File: config.mk
export PLATFORM = sky130hd
export DESIGN_NAME = sbox_linear_approximation_table
export DESIGN_NICKNAME = d
export VERILOG_FILES = /design/src/rtl/slat_pkg.sv /design/src/rtl/sbox_linear_approximation_table.sv
export SDC_FILE = /design/constraint.sdc
export NUM_CORES = 1
export LEC_CHECK = 0
export BUFFER_PORTS_ARGS = -buffer_cell sky130_fd_sc_hd__clkbuf_2
export CAP_MARGIN = 40
export CELL_PAD_IN_SITES_DETAIL_PLACEMENT = 1
export CELL_PAD_IN_SITES_GLOBAL_PLACEMENT = 1
export CORE_MARGIN = 4
export CORE_UTILIZATION = 45
export DETAILED_ROUTE_END_ITERATION = 8
export PLACE_DENSITY_LB_ADDON = 0.05
export SLEW_MARGIN = 20
export SYNTH_ARGS = -nofsm -noshare
export SYNTH_HDL_FRONTEND = slang
export SYNTH_SLANG_ARGS = --single-unit
export TNS_END_PERCENT = 30
File: constraint.sdc
create_clock -name clock -period 2.6 [get_ports clock]
set_input_delay 0.52 -clock clock [delete_from_list [all_inputs] [get_ports clock]]
set_output_delay 0.52 -clock clock [all_outputs]
set_load 0.02 [all_outputs]
File: src/rtl/slat_pkg.sv
`timescale 1ns / 1ps

package slat_pkg;

   // Default geometry of the S-box.
   localparam int IN_BITS_DEF  = 4;
   localparam int OUT_BITS_DEF = 4;

   // Fixed widths of the item fields.
   localparam int FIELD_W   = 4;
   localparam int LAT_W     = 6;
   localparam int REQ_DATA_W = 16;
   localparam int RSP_DATA_W = 16;

   // Item kinds carried on the request tuser bit.
   typedef enum logic {
      MODE_LOAD    = 1'b0,
      MODE_COMPUTE = 1'b1
   } mode_type;

endpackage

File: src/rtl/sbox_linear_approximation_table.sv
`timescale 1ns / 1ps
// Linear approximation table row engine for a small S-box.
// Request channel (req_*): tuser selects the item kind. A load item writes
// one S-box entry and is done in the cycle it is accepted. A compute item
// names an output mask b and produces one result item per input mask a,
// in ascending order of a, with tlast on the final one.
// Result channel (rsp_*): input mask, echoed output mask and the signed
// Walsh coefficient sum over x of (-1)^(a.x xor b.S(x)).
// A compute item with N = 2^IN_BITS first fills the work memory, reading
// and then writing each entry, runs N/2*IN_BITS butterflies, each read in
// ST_BF_RD and written back in ST_BF_LO and ST_BF_HI, then reads and emits
// one result item after another while the receiver keeps up. The work
// memory's single write port makes the sum and difference separate writes.
// req_tready is low from the accepted compute item until its last result
// sits in the output register; a stalled receiver holds the result item
// and the engine waits for it. Loads may be taken while the last result
// still waits. Reset returns the engine to idle with no result pending;
// the S-box table is undefined until every entry has been loaded.
module sbox_linear_approximation_table
   import slat_pkg::*;
#(
   parameter int IN_BITS  = IN_BITS_DEF,
   parameter int OUT_BITS = OUT_BITS_DEF
) (
   input  logic                  clock,
   input  logic                  reset,
   input  logic                  req_tvalid,
   output logic                  req_tready,
   // Bits from lowest: sbox_index[3:0], sbox_value[7:4], output_mask[11:8], zero.
   input  logic [REQ_DATA_W-1:0] req_tdata,
   // Bits from lowest: mode.
   input  logic                  req_tuser,
   output logic                  rsp_tvalid,
   input  logic                  rsp_tready,
   // Bits from lowest: input_mask[3:0], out_mask[7:4], lat_value[13:8], zero.
   output logic [RSP_DATA_W-1:0] rsp_tdata,
   output logic                  rsp_tlast
);

   localparam int ROWS   = 1 << IN_BITS;
   localparam int SPEC_W = IN_BITS + 2;
   localparam int STG_W  = (IN_BITS > 2) ? $clog2(IN_BITS) : 1;
   localparam logic [STG_W-1:0] LAST_STG = STG_W'(IN_BITS - 1);

   typedef enum logic [2:0] {
      ST_IDLE,
      ST_FILL_RD,
      ST_FILL_WR,
      ST_BF_RD,
      ST_BF_LO,
      ST_BF_HI,
      ST_EMIT_RD,
      ST_EMIT_WAIT
   } state_type;

   state_type                 state_ff;
   logic [IN_BITS-1:0]        x_ff;
   logic [IN_BITS-2:0]        pair_ff;
   logic [STG_W-1:0]          stg_ff;
   logic [OUT_BITS-1:0]       mask_ff;
   logic signed [SPEC_W-1:0]  diff_ff;
   logic                      rsp_tvalid_ff;
   logic [RSP_DATA_W-1:0]     rsp_tdata_ff;
   logic                      rsp_tlast_ff;

   logic [OUT_BITS-1:0]       sbox_mem [ROWS];
   logic [OUT_BITS-1:0]       sbox_rd_ff;
   logic signed [SPEC_W-1:0]  spec_mem [ROWS];
   logic signed [SPEC_W-1:0]  spec_a_ff;
   logic signed [SPEC_W-1:0]  spec_b_ff;

   logic                      req_accept;
   logic                      sbox_we;
   logic [IN_BITS-1:0]        pair_ext;
   logic [IN_BITS-1:0]        stg_bit;
   logic [IN_BITS-1:0]        low_mask;
   logic [IN_BITS-1:0]        lo_addr;
   logic [IN_BITS-1:0]        hi_addr;
   logic [IN_BITS-1:0]        raddr_a;
   logic                      spec_we;
   logic [IN_BITS-1:0]        spec_waddr;
   logic signed [SPEC_W-1:0]  spec_wdata;
   logic signed [SPEC_W-1:0]  fill_val;
   logic                      out_free;

   assign req_tready = (state_ff == ST_IDLE);
   assign req_accept = req_tvalid && req_tready;
   assign sbox_we    = req_accept && (req_tuser == MODE_LOAD);
   assign out_free   = !rsp_tvalid_ff || rsp_tready;

   // Butterfly pair addresses: insert a zero, then a one, at the stage bit.
   always_comb begin
      pair_ext = {1'b0, pair_ff};
      stg_bit  = IN_BITS'(1) << stg_ff;
      low_mask = stg_bit - IN_BITS'(1);
      lo_addr  = ((pair_ext & ~low_mask) << 1) | (pair_ext & low_mask);
      hi_addr  = lo_addr | stg_bit;
   end

   // Sign of one fill entry from the parity of b AND S(x).
   assign fill_val = (^(mask_ff & sbox_rd_ff)) ? '1 : SPEC_W'(1);

   // Work memory port selection.
   always_comb begin
      raddr_a    = (state_ff == ST_BF_RD) ? lo_addr : x_ff;
      spec_we    = 1'b0;
      spec_waddr = x_ff;
      spec_wdata = fill_val;
      unique case (state_ff)
         ST_FILL_WR: begin
            spec_we = 1'b1;
         end
         ST_BF_LO: begin
            spec_we    = 1'b1;
            spec_waddr = lo_addr;
            spec_wdata = spec_a_ff + spec_b_ff;
         end
         ST_BF_HI: begin
            spec_we    = 1'b1;
            spec_waddr = hi_addr;
            spec_wdata = diff_ff;
         end
         default: begin
            spec_we = 1'b0;
         end
      endcase
   end

   // S-box table: written by load items, read during the fill.
   always_ff @(posedge clock) begin
      if (sbox_we) begin
         sbox_mem[IN_BITS'(req_tdata[FIELD_W-1:0])] <= OUT_BITS'(req_tdata[2*FIELD_W-1:FIELD_W]);
      end
      sbox_rd_ff <= sbox_mem[x_ff];
   end

   // Work memory: one write port, two registered read ports.
   always_ff @(posedge clock) begin
      if (spec_we) begin
         spec_mem[spec_waddr] <= spec_wdata;
      end
      spec_a_ff <= spec_mem[raddr_a];
      spec_b_ff <= spec_mem[hi_addr];
   end

   // Sequencer and output register.
   always_ff @(posedge clock) begin
      if (reset) begin
         state_ff      <= ST_IDLE;
         x_ff          <= '0;
         pair_ff       <= '0;
         stg_ff        <= '0;
         rsp_tvalid_ff <= 1'b0;
      end else begin
         // The emit state reloads the output register itself when it drains.
         if (rsp_tvalid_ff && rsp_tready && (state_ff != ST_EMIT_WAIT)) begin
            rsp_tvalid_ff <= 1'b0;
         end
         unique case (state_ff)
            ST_IDLE: begin
               if (req_accept && (req_tuser == MODE_COMPUTE)) begin
                  mask_ff  <= OUT_BITS'(req_tdata[3*FIELD_W-1:2*FIELD_W]);
                  x_ff     <= '0;
                  state_ff <= ST_FILL_RD;
               end
            end
            ST_FILL_RD: begin
               state_ff <= ST_FILL_WR;
            end
            ST_FILL_WR: begin
               x_ff <= x_ff + IN_BITS'(1);
               if (&x_ff) begin
                  pair_ff  <= '0;
                  stg_ff   <= '0;
                  state_ff <= ST_BF_RD;
               end else begin
                  state_ff <= ST_FILL_RD;
               end
            end
            ST_BF_RD: begin
               state_ff <= ST_BF_LO;
            end
            ST_BF_LO: begin
               diff_ff  <= spec_a_ff - spec_b_ff;
               state_ff <= ST_BF_HI;
            end
            ST_BF_HI: begin
               pair_ff <= pair_ff + (IN_BITS-1)'(1);
               if (&pair_ff) begin
                  if (stg_ff == LAST_STG) begin
                     x_ff     <= '0;
                     state_ff <= ST_EMIT_RD;
                  end else begin
                     stg_ff   <= stg_ff + STG_W'(1);
                     state_ff <= ST_BF_RD;
                  end
               end else begin
                  state_ff <= ST_BF_RD;
               end
            end
            ST_EMIT_RD: begin
               state_ff <= ST_EMIT_WAIT;
            end
            ST_EMIT_WAIT: begin
               if (out_free) begin
                  rsp_tvalid_ff <= 1'b1;
                  rsp_tdata_ff  <= {{(RSP_DATA_W - 2*FIELD_W - LAT_W){1'b0}},
                                    LAT_W'(spec_a_ff), FIELD_W'(mask_ff), FIELD_W'(x_ff)};
                  rsp_tlast_ff  <= &x_ff;
                  x_ff          <= x_ff + IN_BITS'(1);
                  state_ff      <= (&x_ff) ? ST_IDLE : ST_EMIT_RD;
               end
            end
            default: begin
               state_ff <= ST_IDLE;
            end
         endcase
      end
   end

   assign rsp_tvalid = rsp_tvalid_ff;
   assign rsp_tdata  = rsp_tdata_ff;
   assign rsp_tlast  = rsp_tlast_ff;

endmodule

==> Yosys cells after proc, flatten, opt, wreduce, memory -nomap -nowiden <==
Memory sizes are Yosys's and may differ from the RTL's. A register that Yosys moved wholly into a read port is not among the register bits.
Index checks and enable logic that the tools add are counted.
{ "word_totals": {"regBits": 38, "mem_bits_rw": 160, "in_bits": 21, "out_inout_bits": 19, "wordCells": 92, "n_memories": 2} }
{ "op_classes": {"add_sub_neg": 6, "n_eq_ne": 15, "n_shift": 1, "mux": 30, "bitwise": 8, "reduce_logical": 21} }
{ "mem_list": {"columns": ["name", "words", "width", "read_ports", "rd_clocked_by_memory_dff", "wr", "line_no", "source"], "rows": [
  ["spec_mem", 16, 6, 2, 2, 1, "sbox_linear_approximation_table.sv:68", "logic signed [SPEC_W-1:0] spec_mem [ROWS];"],
  ["sbox_mem", 16, 4, 1, 1, 1, "sbox_linear_approximation_table.sv:66", "logic [OUT_BITS-1:0] sbox_mem [ROWS];"]
]} }
{ "op_table": {"columns": ["cell", "n"], "rows": [
  ["$pmux 3 s8", 1],
  ["$mux 4", 5],
  ["$mux 3", 6],
  ["$pmux 4 s4", 1],
  ["$eq 3x3->1 const B", 4],
  ["$pmux 6 s2", 1],
  ["$ne 2x2->1 const B", 5],
  ["$reduce_and 3->1", 3],
  ["$mux 1", 8],
  ["$mux 2", 4],
  ["$or 4x4->4", 2],
  ["$pmux 4 s2", 1],
  ["$reduce_and 4->1", 2],
  ["$add 6x6->6", 1],
  ["$eq 3x2->1 const B", 2],
  ["$mux 6", 1],
  ["$pmux 3 s2", 1],
  ["$reduce_and 2->1", 3],
  ["$sub 6x6->6", 1],
  ["$logic_and 1x1->1", 5],
  ["$reduce_and 5->1", 1],
  ["$add 4x1->4 const B", 1],
  ["$and 3x4->4", 1],
  ["$and 4x4->4", 1],
  ["other kinds (19)", 20]
]} }

==> Logic depth before layout (Yosys ltp) <==
{ "logic_depth": {"depth_word": 7, "mapped_depth": 11, "depth_no_buf": 9} }

==> Worst setup path before layout <==
OpenSTA, ideal clock, no wires.
{ "synth_path": {"kind": "reg2reg", "start": "register state_ff[0]", "end": "register rsp_tdata_ff[0] (netlist: rsp_tdata[0]) (enable)", "setup_time_ns": 0.406, "arrival_time_ns": 2.296, "t_required_ns": 2.194, "path_slack_ns": -0.102, "path_stages_with_launch": 6, "n_path_buf": 3, "synth_period_minus_slack_ns": 2.702, "path_cell_list": "dfxtp_1 -> buf_2 -> buf_1 -> buf_2 -> nand3_1 -> nor3_1"} }
{ "synth_via": {"elab_chain_cells": 2} }
{ "synth_rtl": {"columns": ["item", "line_no", "source"], "rows": [
  ["start: declaration", "sbox_linear_approximation_table.sv:56", "state_type state_ff;"],
  ["start signal: assignment", "sbox_linear_approximation_table.sv:211", "state_ff <= (&x_ff) ? ST_IDLE : ST_EMIT_RD;"],
  ["$eq 3x3->1", "sbox_linear_approximation_table.sv:159", "unique case (state_ff)"],
  ["$reduce_and 3->1 (no line)", null, null],
  ["end signal: assignment", "sbox_linear_approximation_table.sv:207", "rsp_tdata_ff <= {{(RSP_DATA_W - 2*FIELD_W - LAT_W){1'b0}},"],
  ["end: declaration", "sbox_linear_approximation_table.sv:63", "logic [RSP_DATA_W-1:0] rsp_tdata_ff;"]
]} }
No other way between the ends.
A chain may end at the register's enable or synchronous reset.

==> Worst setup path in the final report <==
{ "layout_path": {"start": "register state_ff[0]", "end": "register spec_a_ff[1], read port of spec_mem"} }
{ "layout_via": {"elab_chain_cells": 2} }
{ "layout_rtl": {"columns": ["item", "line_no", "source"], "rows": [
  ["$eq 3x2->1", "sbox_linear_approximation_table.sv:105", "raddr_a = (state_ff == ST_BF_RD) ? lo_addr : x_ff;"],
  ["$mux 4", "sbox_linear_approximation_table.sv:105", null],
  ["end: declaration", "sbox_linear_approximation_table.sv:69", "logic signed [SPEC_W-1:0] spec_a_ff;"]
]} }
No other way between the ends.

==> results.toml <==
[sta]
worst_pin_slew_ps = 613
relSlewSlack_pct = 59.0
finalHoldViolCount = 0
rsz0062_at_grt = "no"
finalSetupViolCount = 0
final.min_clock_period_ps = 2470
max_freq_mhz = 405
fin_skew_ps = 9.74
tns_ps = 0
period_share_pct = 94.9
drv_slew = 0

[synthesis]
synth.lib_cells_used.distinct = 58
ys_ff_latch = 214
async_reset_ff_share_pct = 0
synth_ff_type = "edfxtp_1"
syn_area_mm2 = 0.00994
ys_warn_count = 0
synth_edf_count = 185
syn_inst = 740
avgSynthCellArea_um2 = 13.4
ys_seq_area_share_pct = 61.7

[placement]
place_hpwl_um = 18400
port_buffers = 33
gp_congestion = 0.817

[route]
drt-pass1-iter-count = 4
vias = 6295
wl_per_cell_um = 22.8
ant_nets = 0
first_iter_violations = 445
viasPerCell = 5.61
wl_um = 25600
route.detailed.drc = 0

[die]
die_height_um = 157
fp.dieArea_mm2 = 0.0245
start_util_pct = 45.7
io_pins = 40
core_area_mm2 = 0.0218
fp.dieW_um = 157
num_rows = 54

[global_route]
met2_usage_pct = 34.6
grt_max_degree = 38
grt_busiest_layer = "met2"
gr-usage-all-layers_pct = 21.4
grt_pass1_vias = 6652
grt_overflow = 0
grt_pass1_wl_um = 39600
use_met1_pct = 30.8
antenna_found_initial = 0
grt_use_met3_pct = 3.21

[power]
intPower_mw = 5.95
power_mw = 7.51
p_per_area_mw_per_mm2 = 648
peakVddDrop_v = 0.000587
combPwrFrac_pct = 3.5
swShare_pct = 20.8
power_leakage_nw = 4.16
p_sw_mw = 1.56
clkPwrFrac_pct = 46.2
seq_power_share_pct = 50.3

[setup_path]
path_cells = "nand3b_2 > buf_4 > o41ai_4 > a32oi_1 > nand4_1 > o21ai_1"
setup.worst_path.start_class = "register"
arrival_ps = 2830
cpPeakStageDelay_ps = 620
reg2reg_from = "state_ff[0]"
crit_type = "register to register"
cp_slowest_cell = "o41ai_4"
cp-startpoint = "state_ff[0]"
cp_max_fo = 10
crit_path_end_kind = "register"
required_ps = 2960

[clock_network]
cts_setup_buffers = 0
clock_path_buffers = 3
worstSkewPairLatency_ps = 520
cts_root_buf = "clkbuf_16"
clkTransAtPathRegs_ps = 60
clock-sinks = 214
cts_tree = "yes"
htreeDepth = 1
cts-buffers-inserted = 25

[finish]
final_common_cell = "edfxtp_1"
fill_cells = 2198
multiInputGateArea_mm2 = 0.00349
syn2layout_area_growth_pct = 16.5
regArea_mm2 = 0.00614
num_antenna_cells = 0
fin_util_pct = 53.2
final_cell_mix = "edfxtp_1 (185), nand2_1 (120), buf_4 (63), nand3_1 (50), nor2_1 (46)"
drive_gt1_share_pct = 22.1
nets = 864

[min_path]
worstHoldPathType = "input pin to register"
min_from = "req_tdata[9]"

[job]
drv_cap = 0

[run_status]
status = "complete, no violations"
worst max-delay path, delay by kind of cell (launching register included):
kind / cells / cell delay, ps
AND/OR/NAND/NOR: 2 / 430
flip-flops: 1 / 600
buffers and inverters: 1 / 250
AO/OA/AOI/OAI: 3 / 1010
power by group through the flow:
stage	Clock, mW	Sequential [mW]	Combinational [mW]
after detailed placement	0	3.85	0.263
after floorplan	0	3.84	0.148
after CTS	3.55	3.77	0.265
after global placement	0	3.85	0.253
final	3.47	3.77	0.263
after global routing	3.70	3.78	0.289
routing by layer:
layer	wire [um]	vias up
met5	0	-
met4	596	0
met3	1220	37
met2	12000	150
met1	11800	3174
li1	-	2934
path summary, 6_finish.rpt:
| kind | end | slack [ps] | cells after the start |
|---|---|---|---|
| setup reg to reg | spec_a_ff[1] | 130 | 6 |
| setup / recovery | spec_a_ff[1] | 130 | 6 |
| hold / removal | mask_ff[1] | 170 | 1 |
| hold reg to reg | rsp_tdata[4] | 460 | 0 |
metrics by stage:
stage / instance area, um^2 / hold slack [ps] / cells / setup WS (ps)
final: 11600 / 173 / 1122 / 133
after global routing: 11600 / 160 / 1122 / 0.968
after CTS: 11600 / 155 / 1122 / 15.5
after detailed placement: 10800 / 449 / 1076 / 45.0
after global placement: 10800 / 447 / 1076 / 108
after floorplan: 9950 / 403 / 741 / 203
repair_timing:
item / in CTS / in global routing
setup endpoints to repair: 0 / 111
endpoints found under the hold margin: 0 / 0
hold buffers: 0 / 0
resized for setup: 0 / 8
logic make-up (layout without fill, tap and decap cells):
kind of cell	count (synthesis)	count (layout)	share of synthesized area, %
simple gates	279	279	13.1
flops	214	214	61.7
compound gates	90	90	5.80
buf+inv	65	166	3.59
mux	59	59	12.1
fa+ha+maj	20	20	2.67
xor+xnor	12	12	1.06
other cells	1	2	0.0377
cell usage after synthesis (11+ instances only):
| library cell | n | area share [%] |
|---|---|---|
| edfxtp_1 | 185 | 56 |
| mux4_2 | 29 | 6.6 |
| mux2i_1 | 14 | 1.4 |
| nor2b_1 | 11 | 0.69 |
| a21oi_1 | 34 | 1.7 |
| nand2_1 | 120 | 4.5 |
| ha_1 | 18 | 2.3 |
| mux4_1 | 15 | 4.0 |
| nand3_1 | 50 | 2.5 |
| nor2_1 | 46 | 1.7 |
| buf_2 | 17 | 0.86 |
| dfxtp_1 | 29 | 5.8 |
| inv_1 | 20 | 0.76 |
final cells by class:
cell class              count  share of cell area, %
well taps                 280                   3.02
clock buffers              33                   5.75
clock inverters            13                   1.27
flip-flops and latches    214                   53.0
repair buffers            100                   6.20
inverters                  20                  0.648
multi-input cells         462                   30.1
sequential cells by signal, indices dropped and copies added, names as in the netlist:
register / cells
sbox_mem: 64
state_ff: 3
x_ff: 4
spec_b_ff: 6
diff_ff: 6
spec_a_ff: 6
sbox_rd_ff: 4
pair_ff: 3
mask_ff: 4
rsp_tlast: 1
rsp_tdata: 14
spec_mem: 96
stg_ff: 2
rsp_tvalid: 1
Note: power is estimated with default switching activity, not from simulation.
